===== src/lse_pkg.sv =====
`default_nettype none
package lse_pkg;
  localparam int PIXEL_COUNT_DEF = 41;
  localparam int CFG_IDX_W = 3;
  localparam int CFG_DATA_W = 24;

  localparam logic [2:0] CFG_MODE     = 3'd0;
  localparam logic [2:0] CFG_BRIGHT   = 3'd1;
  localparam logic [2:0] CFG_RB_PER   = 3'd2;
  localparam logic [2:0] CFG_FADE_PER = 3'd3;
  localparam logic [2:0] CFG_TW_PER   = 3'd4;
  localparam logic [2:0] CFG_TW_COL   = 3'd5;

  localparam logic [2:0] MODE_DARK  = 3'd0;
  localparam logic [2:0] MODE_SOLID = 3'd1;
  localparam logic [2:0] MODE_CYCLE = 3'd2;
  localparam logic [2:0] MODE_RAMP  = 3'd3;
  localparam logic [2:0] MODE_TWINK = 3'd4;
  localparam logic [2:0] MODE_NONE  = 3'd7;

  typedef logic [23:0] rgb_t;

  // colour wheel: three ramps of 85, 85 and 86 steps
  function automatic rgb_t wheel(input logic [7:0] pos);
    logic [7:0] p;
    logic [7:0] t;
    logic [7:0] u;
    p = pos;
    if (p < 8'd85) begin
      t = 8'(p * 3);
      u = 8'd255 - t;
      wheel = {t, u, 8'd0};
    end else if (p < 8'd170) begin
      t = 8'((p - 8'd85) * 3);
      u = 8'd255 - t;
      wheel = {u, 8'd0, t};
    end else begin
      t = 8'((p - 8'd170) * 3);
      u = 8'd255 - t;
      wheel = {8'd0, t, u};
    end
  endfunction
endpackage
`default_nettype wire


===== src/lse_if.sv =====
`default_nettype none
interface lse_in_if;
  logic       valid;
  logic       ready;
  logic [5:0] pixel_pick;
  modport source (output valid, output pixel_pick, input ready);
  modport sink (input valid, input pixel_pick, output ready);
endinterface

interface lse_out_if;
  logic       valid;
  logic       ready;
  logic [5:0] pixel_index;
  logic [7:0] red;
  logic [7:0] green;
  logic [7:0] blue;
  logic [7:0] level;
  logic       frame_end;
  modport source (output valid, output pixel_index, output red, output green, output blue,
                  output level, output frame_end, input ready);
  modport sink (input valid, input pixel_index, input red, input green, input blue,
                input level, input frame_end, output ready);
endinterface
`default_nettype wire


===== src/lse_frame_mem.sv =====
`default_nettype none
// frame store, one write port, one registered read port
module lse_frame_mem #(
  parameter int PIXEL_COUNT = lse_pkg::PIXEL_COUNT_DEF,
  localparam int AW = (PIXEL_COUNT > 1) ? $clog2(PIXEL_COUNT) : 1
) (
  input  wire              clk,
  input  wire              we,
  input  wire [AW-1:0]     waddr,
  input  lse_pkg::rgb_t    wdata,
  input  wire [AW-1:0]     raddr,
  output lse_pkg::rgb_t    rdata
);
  lse_pkg::rgb_t mem [PIXEL_COUNT];

  always_ff @(posedge clk) begin
    if (we) begin
      mem[waddr] <= wdata;
    end
    rdata <= mem[raddr];
  end
endmodule
`default_nettype wire


===== src/led_strip_effect_engine_top.sv =====
`default_nettype none
// channel | dir | words                       | handshake
// in      | in  | pixel_pick, one per tick    | valid/ready
// out     | out | pixel, PIXEL_COUNT per fire | valid/ready
// cfg     | in  | index + data write          | cfg_we
// A tick word is taken and decided in ST_IDLE. A mode change then runs a sweep
// of PIXEL_COUNT pixels writing zeros; a firing tick runs read-modify-write,
// pixel by pixel (read, then write and present) into the output register.
// Reset is synchronous; valid bits make the store read zero before its first
// sweep.
module led_strip_effect_engine_top #(
  parameter int PIXEL_COUNT = lse_pkg::PIXEL_COUNT_DEF
) (
  input  wire                           clk,
  input  wire                           rst_n,
  lse_in_if.sink                        in_ch,
  lse_out_if.source                     out_ch,
  input  wire                           cfg_we,
  input  wire [lse_pkg::CFG_IDX_W-1:0]  cfg_index,
  input  wire [lse_pkg::CFG_DATA_W-1:0] cfg_data
);
  localparam int AW = (PIXEL_COUNT > 1) ? $clog2(PIXEL_COUNT) : 1;
  localparam logic [AW-1:0] LAST = AW'(PIXEL_COUNT - 1);
  // k*256/PIXEL_COUNT as (k*RECIP)>>12, exact for k < 64
  localparam int RECIP_I = ((1 << 20) + PIXEL_COUNT - 1) / PIXEL_COUNT;
  localparam logic [20:0] RECIP = 21'(RECIP_I);

  localparam logic [2:0] ST_IDLE  = 3'd0;
  localparam logic [2:0] ST_CLEAR = 3'd1;
  localparam logic [2:0] ST_READ  = 3'd2; // issue read for pixel
  localparam logic [2:0] ST_EMIT  = 3'd3; // data back, write and present
  localparam logic [2:0] ST_WAIT  = 3'd4; // never entered; ST_EMIT itself waits while the output is held

  // configuration
  logic [2:0]  mode_cfg_r;
  logic [7:0]  bright_r;
  logic [15:0] rb_per_r, fade_per_r, tw_per_r;
  lse_pkg::rgb_t tw_col_r;

  always_ff @(posedge clk) begin
    if (!rst_n) begin
      mode_cfg_r <= 3'd2;
      bright_r   <= 8'd128;
      rb_per_r   <= 16'd50;
      fade_per_r <= 16'd10;
      tw_per_r   <= 16'd200;
      tw_col_r   <= 24'd255;
    end else if (cfg_we) begin
      unique case (cfg_index)
        lse_pkg::CFG_MODE:     mode_cfg_r <= cfg_data[2:0];
        lse_pkg::CFG_BRIGHT:   bright_r   <= cfg_data[7:0];
        lse_pkg::CFG_RB_PER:   rb_per_r   <= cfg_data[15:0];
        lse_pkg::CFG_FADE_PER: fade_per_r <= cfg_data[15:0];
        lse_pkg::CFG_TW_PER:   tw_per_r   <= cfg_data[15:0];
        lse_pkg::CFG_TW_COL:   tw_col_r   <= cfg_data[23:0];
        default: ;
      endcase
    end
  end

  // effect state
  logic [2:0]  st_r, st_nxt;
  logic [31:0] clock_r;
  logic [31:0] last_r [4];
  logic [7:0]  solid_r, spread_r, fade_lvl_r;
  logic        fade_up_r;
  logic [1:0]  fade_ch_r;
  logic [2:0]  prior_r;
  logic [2:0]  emode_r;      // mode of the tick being worked
  logic [5:0]  pick_r;
  logic        emit_r;       // tick emits a frame
  logic [AW-1:0] idx_r;      // pixel being written/emitted
  logic [PIXEL_COUNT-1:0] vld_r;
  lse_pkg::rgb_t fill_r;     // fill colour for solid/fade

  // output register
  logic        ov_r, ov_nxt;
  logic [5:0]  oidx_r;
  lse_pkg::rgb_t opix_r;
  logic        oend_r;

  // memory
  logic          we;
  logic [AW-1:0] waddr, raddr;
  lse_pkg::rgb_t wdata, rdata;

  lse_frame_mem #(.PIXEL_COUNT(PIXEL_COUNT)) u_mem (
    .clk(clk), .we(we), .waddr(waddr), .wdata(wdata), .raddr(raddr), .rdata(rdata)
  );

  // tick decision
  logic [2:0]  mode;
  logic [31:0] clk_n;
  logic [31:0] diff;
  logic [1:0]  slot;
  logic [15:0] per;
  logic        fire, changed;
  logic [7:0]  fl_n;
  logic        fu_n;
  logic [1:0]  fc_n;

  always_comb begin
    mode    = (mode_cfg_r > 3'd4) ? lse_pkg::MODE_DARK : mode_cfg_r;
    clk_n   = clock_r + 32'd1;
    changed = mode != prior_r;
    slot    = 2'(mode - 3'd1);
    per     = (mode == lse_pkg::MODE_RAMP) ? fade_per_r :
              (mode == lse_pkg::MODE_TWINK) ? tw_per_r : rb_per_r;
    diff    = clk_n - last_r[slot];
    fire    = (mode == lse_pkg::MODE_DARK) ? changed : (diff >= {16'd0, per});
    fl_n    = fade_up_r ? fade_lvl_r + 8'd1 : fade_lvl_r - 8'd1;
    fu_n    = (fl_n == 8'd254 || fl_n == 8'd0) ? ~fade_up_r : fade_up_r;
    fc_n    = (fl_n == 8'd0) ? ((fade_ch_r == 2'd2) ? 2'd0 : fade_ch_r + 2'd1) : fade_ch_r;
  end

  assign in_ch.ready = (st_r == ST_IDLE) && !ov_r;
  wire take = in_ch.valid && in_ch.ready;

  // pixel colour for the current index; rdata is the stored pixel
  lse_pkg::rgb_t cur_old, new_pix;
  logic [AW-1:0]  kdist;
  logic [AW+20:0] sprod;
  logic [7:0]     spos;
  always_comb begin
    cur_old = vld_r[idx_r] ? rdata : '0;
    // pixel j shows wheel of (P-1-j)*256/P + spread (spread_r already stepped)
    kdist = LAST - idx_r;
    sprod = {21'd0, kdist} * {{AW{1'b0}}, RECIP};
    spos  = sprod[19:12] + spread_r - 8'd1;
    unique case (emode_r)
      lse_pkg::MODE_SOLID, lse_pkg::MODE_RAMP: new_pix = fill_r;
      lse_pkg::MODE_CYCLE: new_pix = lse_pkg::wheel(spos);
      lse_pkg::MODE_TWINK:
        new_pix = (pick_r == 6'(idx_r)) ? ((cur_old == '0) ? tw_col_r : '0) : cur_old;
      default: new_pix = '0;
    endcase
  end

  wire out_free = !ov_r || out_ch.ready;

  always_comb begin
    st_nxt = st_r;
    we     = 1'b0;
    waddr  = idx_r;
    wdata  = new_pix;
    raddr  = idx_r;
    ov_nxt = ov_r;
    if (out_ch.ready) ov_nxt = 1'b0;
    unique case (st_r)
      ST_IDLE:  if (take) st_nxt = changed ? ST_CLEAR : (fire ? ST_READ : ST_IDLE);
      ST_CLEAR: begin
        we = 1'b1; wdata = '0;
        if (idx_r == LAST) st_nxt = emit_r ? ST_READ : ST_IDLE;
      end
      ST_READ:  st_nxt = ST_EMIT;
      ST_EMIT:  if (out_free) begin
        we = 1'b1;
        ov_nxt = 1'b1;
        st_nxt = (idx_r == LAST) ? ST_IDLE : ST_READ;
        raddr = idx_r + AW'(1);
      end
      default:  st_nxt = ST_IDLE;
    endcase
  end

  always_ff @(posedge clk) begin
    if (!rst_n) begin
      st_r      <= ST_IDLE;
      clock_r   <= '0;
      for (int k = 0; k < 4; k++) last_r[k] <= '0;
      solid_r   <= '0;
      spread_r  <= '0;
      fade_lvl_r<= '0;
      fade_up_r <= 1'b1;
      fade_ch_r <= '0;
      prior_r   <= lse_pkg::MODE_NONE;
      vld_r     <= '0;
      ov_r      <= 1'b0;
      emit_r    <= 1'b0;
      idx_r     <= '0;
    end else begin
      st_r <= st_nxt;
      ov_r <= ov_nxt;
      if (we) vld_r[waddr] <= 1'b1;
      unique case (st_r)
        ST_IDLE: if (take) begin
          clock_r <= clk_n;
          prior_r <= mode;
          emode_r <= mode;
          pick_r  <= in_ch.pixel_pick;
          emit_r  <= fire;
          idx_r   <= '0;
          if (fire && mode != lse_pkg::MODE_DARK) last_r[slot] <= clk_n;
          if (fire) begin
            unique case (mode)
              lse_pkg::MODE_SOLID: begin
                fill_r  <= lse_pkg::wheel(solid_r);
                solid_r <= solid_r + 8'd1;
              end
              lse_pkg::MODE_CYCLE: spread_r <= spread_r + 8'd1;
              lse_pkg::MODE_RAMP: begin
                fade_lvl_r <= fl_n; fade_up_r <= fu_n; fade_ch_r <= fc_n;
                fill_r <= (fc_n == 2'd0) ? {fl_n, 16'd0} :
                          (fc_n == 2'd1) ? {8'd0, fl_n, 8'd0} : {16'd0, fl_n};
              end
              default: fill_r <= '0;
            endcase
          end
        end
        ST_CLEAR: idx_r <= (idx_r == LAST) ? '0 : idx_r + AW'(1);
        ST_READ: ;
        ST_EMIT: if (out_free) begin
          oidx_r <= 6'(idx_r);
          opix_r <= new_pix;
          oend_r <= idx_r == LAST;
          idx_r  <= idx_r + AW'(1);
        end
        default: ;
      endcase
    end
  end

  assign out_ch.valid       = ov_r;
  assign out_ch.pixel_index = oidx_r;
  assign out_ch.red         = opix_r[23:16];
  assign out_ch.green       = opix_r[15:8];
  assign out_ch.blue        = opix_r[7:0];
  assign out_ch.level       = bright_r - 8'd1;
  assign out_ch.frame_end   = oend_r;
endmodule
`default_nettype wire


===== src/flat_wrapper.sv =====
// flat-port wrapper written by rule: the top's interface ports become plain ports
module led_strip_effect_engine_top_flat 
#(
  parameter int PIXEL_COUNT = lse_pkg::PIXEL_COUNT_DEF
)
  (clk, rst_n, cfg_we, cfg_index, cfg_data, in_ch_valid, in_ch_pixel_pick, in_ch_ready, out_ch_valid, out_ch_pixel_index, out_ch_red, out_ch_green, out_ch_blue, out_ch_level, out_ch_frame_end, out_ch_ready);
  lse_in_if in_ch_i ();
  lse_out_if out_ch_i ();
  input  wire clk;
  input  wire rst_n;
  input  wire cfg_we;
  input  wire [lse_pkg::CFG_IDX_W-1:0] cfg_index;
  input  wire [lse_pkg::CFG_DATA_W-1:0] cfg_data;
  input wire logic [$bits(in_ch_i.valid)-1:0] in_ch_valid;
  input wire logic [$bits(in_ch_i.pixel_pick)-1:0] in_ch_pixel_pick;
  output wire logic [$bits(in_ch_i.ready)-1:0] in_ch_ready;
  output wire logic [$bits(out_ch_i.valid)-1:0] out_ch_valid;
  output wire logic [$bits(out_ch_i.pixel_index)-1:0] out_ch_pixel_index;
  output wire logic [$bits(out_ch_i.red)-1:0] out_ch_red;
  output wire logic [$bits(out_ch_i.green)-1:0] out_ch_green;
  output wire logic [$bits(out_ch_i.blue)-1:0] out_ch_blue;
  output wire logic [$bits(out_ch_i.level)-1:0] out_ch_level;
  output wire logic [$bits(out_ch_i.frame_end)-1:0] out_ch_frame_end;
  input wire logic [$bits(out_ch_i.ready)-1:0] out_ch_ready;
  assign in_ch_i.valid = in_ch_valid;
  assign in_ch_i.pixel_pick = in_ch_pixel_pick;
  assign in_ch_ready = in_ch_i.ready;
  assign out_ch_valid = out_ch_i.valid;
  assign out_ch_pixel_index = out_ch_i.pixel_index;
  assign out_ch_red = out_ch_i.red;
  assign out_ch_green = out_ch_i.green;
  assign out_ch_blue = out_ch_i.blue;
  assign out_ch_level = out_ch_i.level;
  assign out_ch_frame_end = out_ch_i.frame_end;
  assign out_ch_i.ready = out_ch_ready;
  led_strip_effect_engine_top #(.PIXEL_COUNT(PIXEL_COUNT)) u_core (.clk(clk), .rst_n(rst_n), .in_ch(in_ch_i), .out_ch(out_ch_i), .cfg_we(cfg_we), .cfg_index(cfg_index), .cfg_data(cfg_data));
endmodule

===== config.mk =====
export PLATFORM = sky130hd
export DESIGN_NAME = led_strip_effect_engine_top_flat
export DESIGN_NICKNAME = d
export VERILOG_FILES = /design/src/lse_pkg.sv /design/src/lse_if.sv /design/src/lse_frame_mem.sv /design/src/led_strip_effect_engine_top.sv /design/src/flat_wrapper.sv
export SDC_FILE = /design/constraint.sdc
export NUM_CORES = 2
export LEC_CHECK = 0
export ABC_AREA = 1
export BUFFER_PORTS_ARGS = -buffer_cell sky130_fd_sc_hd__buf_2
export CAP_MARGIN = 20
export CORE_AREA = 5 5 346 348
export CTS_CLUSTER_DIAMETER = 100
export DETAILED_ROUTE_END_ITERATION = 6
export DIE_AREA = 0 0 351 353
export GPL_ROUTABILITY_DRIVEN = 0
export PLACE_DENSITY = 0.76
export SYNTH_ARGS = -nofsm -noshare
export SYNTH_HDL_FRONTEND = slang
export SYNTH_HIERARCHICAL = 1
export SYNTH_SLANG_ARGS = --single-unit

===== constraint.sdc =====
create_clock -name clk -period 8.7 [get_ports clk]
set_clock_uncertainty 0.15 [all_clocks]
set_input_delay 0.435 -clock clk [delete_from_list [all_inputs] [get_ports clk]]
set_output_delay 0.435 -clock clk [all_outputs]
set_load 0.1 [all_outputs]

==> impl_metrics.csv <==
group,metric,value,unit
sta,max_slew_margin,25.0,%
logic_synthesis,ys_warn_count,6,
setup_path,reg2reg_slack,0.34,ns
setup_path,cp.arrival,8.69,ns
cts,cts_buffer_depth,3,
route,drtIter0Drc,6749,
sta,drv_slew,0,
finish,finalNonFillerCells,8521,
cts,path_clk_slew,0.06,ns
finish,syn2layout_area_growth,11.6,%
cts,clock_sinks,1396,
global_route,grt_max_degree,166,
route,drc_errors,0,
finish,mostFrequentLayoutCells,"nand2_1 (1,916), edfxtp_1 (1,176), nand3_1 (932)",
sta,whs,0.130,ns
setup_path,slowest_stage,"fa_2",
sta,setup_viol,0,
global_route,use_met3,5.82,%
setup_path,cpPeakStageDelay,0.59,ns
status,status,"complete, no violations",
global_route,grt_overflow,0,
sta,fin_crit,8.36,ns
global_route,antenna_found_initial,5,
finish,drive_gt1_share,9.06,%
logic_synthesis,ys_seq_area_share,60.4,%
flow_run,max_cap_viol_count,0,
finish,nets,7115,
place,placed_cells,8206,
cts,cts.htree.levels,4,
route,vias,51000,
cts,cts_tree,"done",
global_route,grtUsageMet2,46.7,%
die,core_area,116000,µm²
cts,root_buffer,"clkbuf_16",
sta,hold_violations,0,
logic_synthesis,synthFlopType,"edfxtp_1",
logic_synthesis,synth_edf_count,1176,
global_route,grt_first_pass_wirelength,283000,µm
cts,cts_made_buffers,141,
logic_synthesis,netlist_instances,6785,
global_route,grt_pass1_vias,48600,
die,die_y,353,µm
global_route,top_usage_layer,"met2",
sta,timing.fmax,0.120,GHz
die,rows,125,
setup_path,worstSetupPathType,"flop to flop",
setup_path,worst_ep_required_time,9.03,ns
route,vias_per_cell,5.99,
setup_path,worst-path-max-fanout,41,
die,pin_count,79,
setup_path,end_kind,"flop",
logic_synthesis,yosysUniqueCellTypes,63,
die,die_area,124000,µm²
sta,min_period_over_period,96.1,%
cts,clock_latency,0.76,ns
finish,fin_area,73500,µm²
setup_path,cp-start-kind,"flop",
sta,fin_ws,0.342,ns
logic_synthesis,async_flop_share,0,%
place,pre_cts_slack,-0.117,ns
logic_synthesis,synth_fp_nets,7020,
logic_synthesis,ys_seq_elements,1396,
finish,final_common_cell,"nand2_1",
route,avgRoutedWirePerCell,22.2,µm
route,wl,189000,µm
global_route,globalRouteTotalUtil,29.7,%
sta,worst_pin_slew,1.12,ns
place,dp_hpwl,111000,µm
die,die_x,351,µm
route,first_pass_iters,6,
setup_path,crit_top_cell,"nand2_1",
die,start_util,56.8,%
min_path,min_path_type,"input port to flop",
global_route,grt_use_met1,39.4,%
place,place_area,68100,µm²
logic_synthesis,syn_area,65800,µm²
logic_synthesis,syn_avg_cell_area,9.70,µm²
place,port_buffers,78,
route,final_antenna_net_count,0,
[path summary, 6_finish.rpt]
path,from,to,depth (start not counted)
hold reg to reg,u_core/fade_per_r[4],u_core/fade_per_r[4],2
setup / recovery,u_core/idx_r[0],u_core/u_mem/mem[14][7],46
hold / removal,in_ch_valid,u_core/emit_r,5
setup reg to reg,u_core/idx_r[0],u_core/u_mem/mem[14][7],46
[critical path, delay by kind of cell (launching register included)]
| kind | cells | cell delay [ns] |
|---|---|---|
| adder cells (fa/ha/maj) | 10 | 3.79 |
| AND/OR/NAND/NOR | 20 | 1.85 |
| AO/OA/AOI/OAI | 5 | 0.68 |
| buffers and inverters | 8 | 0.65 |
| XOR/XNOR | 3 | 0.50 |
| flip-flops | 1 | 0.38 |
[cell type report]
class | count | area [µm²]
fillers | 8864 | 42400
multi-input cells | 4562 | 23100
diodes | 3 | 7.51
repair buffers | 279 | 2180
flip-flops and latches | 1396 | 39700
clock inverters | 72 | 769
inverters | 500 | 1910
clock buffers | 185 | 3870
well taps | 1524 | 1910
[kinds of logic after synthesis]
group                      Yosys count  synth area share (%)
AOI/OAI and AO/OA                  663                  5.57
adders and majority gates          197                  4.00
xor gates and xnor gates           129                  1.75
buffers and inverters              833                  5.43
DFF                               1396                  60.4
and+or+nand+nor                   3567                  22.9
[cells in the mapped netlist (all sizes together) (2+ instances only)]
master / instances / area share [%]
nand4: 43 / 0.46
nand3b: 11 / 0.14
a21oi: 259 / 2.0
xnor2: 32 / 0.43
o21bai: 5 / 0.057
a22oi: 6 / 0.068
a221oi: 2 / 0.027
ha: 175 / 3.3
a211oi: 3 / 0.034
nand3: 943 / 7.3
dfxtp: 220 / 6.7
and2: 7 / 0.067
edfxtp: 1176 / 54
clkinv: 5 / 0.029
fa: 22 / 0.67
o22a: 29 / 0.39
inv: 495 / 2.8
a21o: 2 / 0.023
nor2: 582 / 3.4
o22ai: 8 / 0.076
a21boi: 4 / 0.046
nand2: 1928 / 11
nor4: 6 / 0.057
o31ai: 2 / 0.023
o41ai: 4 / 0.076
xor2: 97 / 1.3
or2: 10 / 0.095
clkbuf: 125 / 0.71
o211ai: 27 / 0.31
buf: 208 / 1.9
o21ai: 288 / 2.2
a31oi: 17 / 0.16
nor3: 34 / 0.29
o21a: 2 / 0.023
[layer usage]
layer  vias up  wire length [µm]
li1      23200                 -
met1     24100             69300
met2      3125             86700
met3       599             21900
met4         0             11100
met5         -                 0
[registers in the layout (all words and copies together) (netlist names), 3 cells and up]
register                   flops
u_core/solid_r                 8
u_core/mode_cfg_r              3
u_core/emode_r                 3
u_core/tw_col_r               24
u_core/fill_r                 24
u_core/out_ch.pixel_index      6
u_core/prior_r                 3
u_core/opix_r                 24
u_core/fade_lvl_r              8
u_core/spread_r                8
u_core/pick_r                  6
u_core/u_mem/mem             984
u_core/clock_r                32
u_core/last_r                128
u_core/tw_per_r               16
u_core/bright_r                8
u_core/rb_per_r               16
u_core/fade_per_r             16
u_core/idx_r                   6
u_core/vld_r                  41
u_core/u_mem/rdata            24
[timing repair]
action,in CTS,in global routing
gates resized for setup,2,24
cloned,1,5
setup endpoints to repair,41,531
buffers inserted,0,9
pin swaps,1,9
hold buffers,36,0
endpoints found under the hold margin,105,0
[metrics by stage]
step	setup TNS, ns	util (%)
after CTS	0	63.1
after global placement	0	58.8
after global routing	-1.28	63.4
after floorplan	0	-
after detailed placement	-4.63	58.8
final	0	63.4
Power is left out: the tool's default activity adds up to more than one toggle a clock period on the data nets, which glitch-free logic cannot reach.
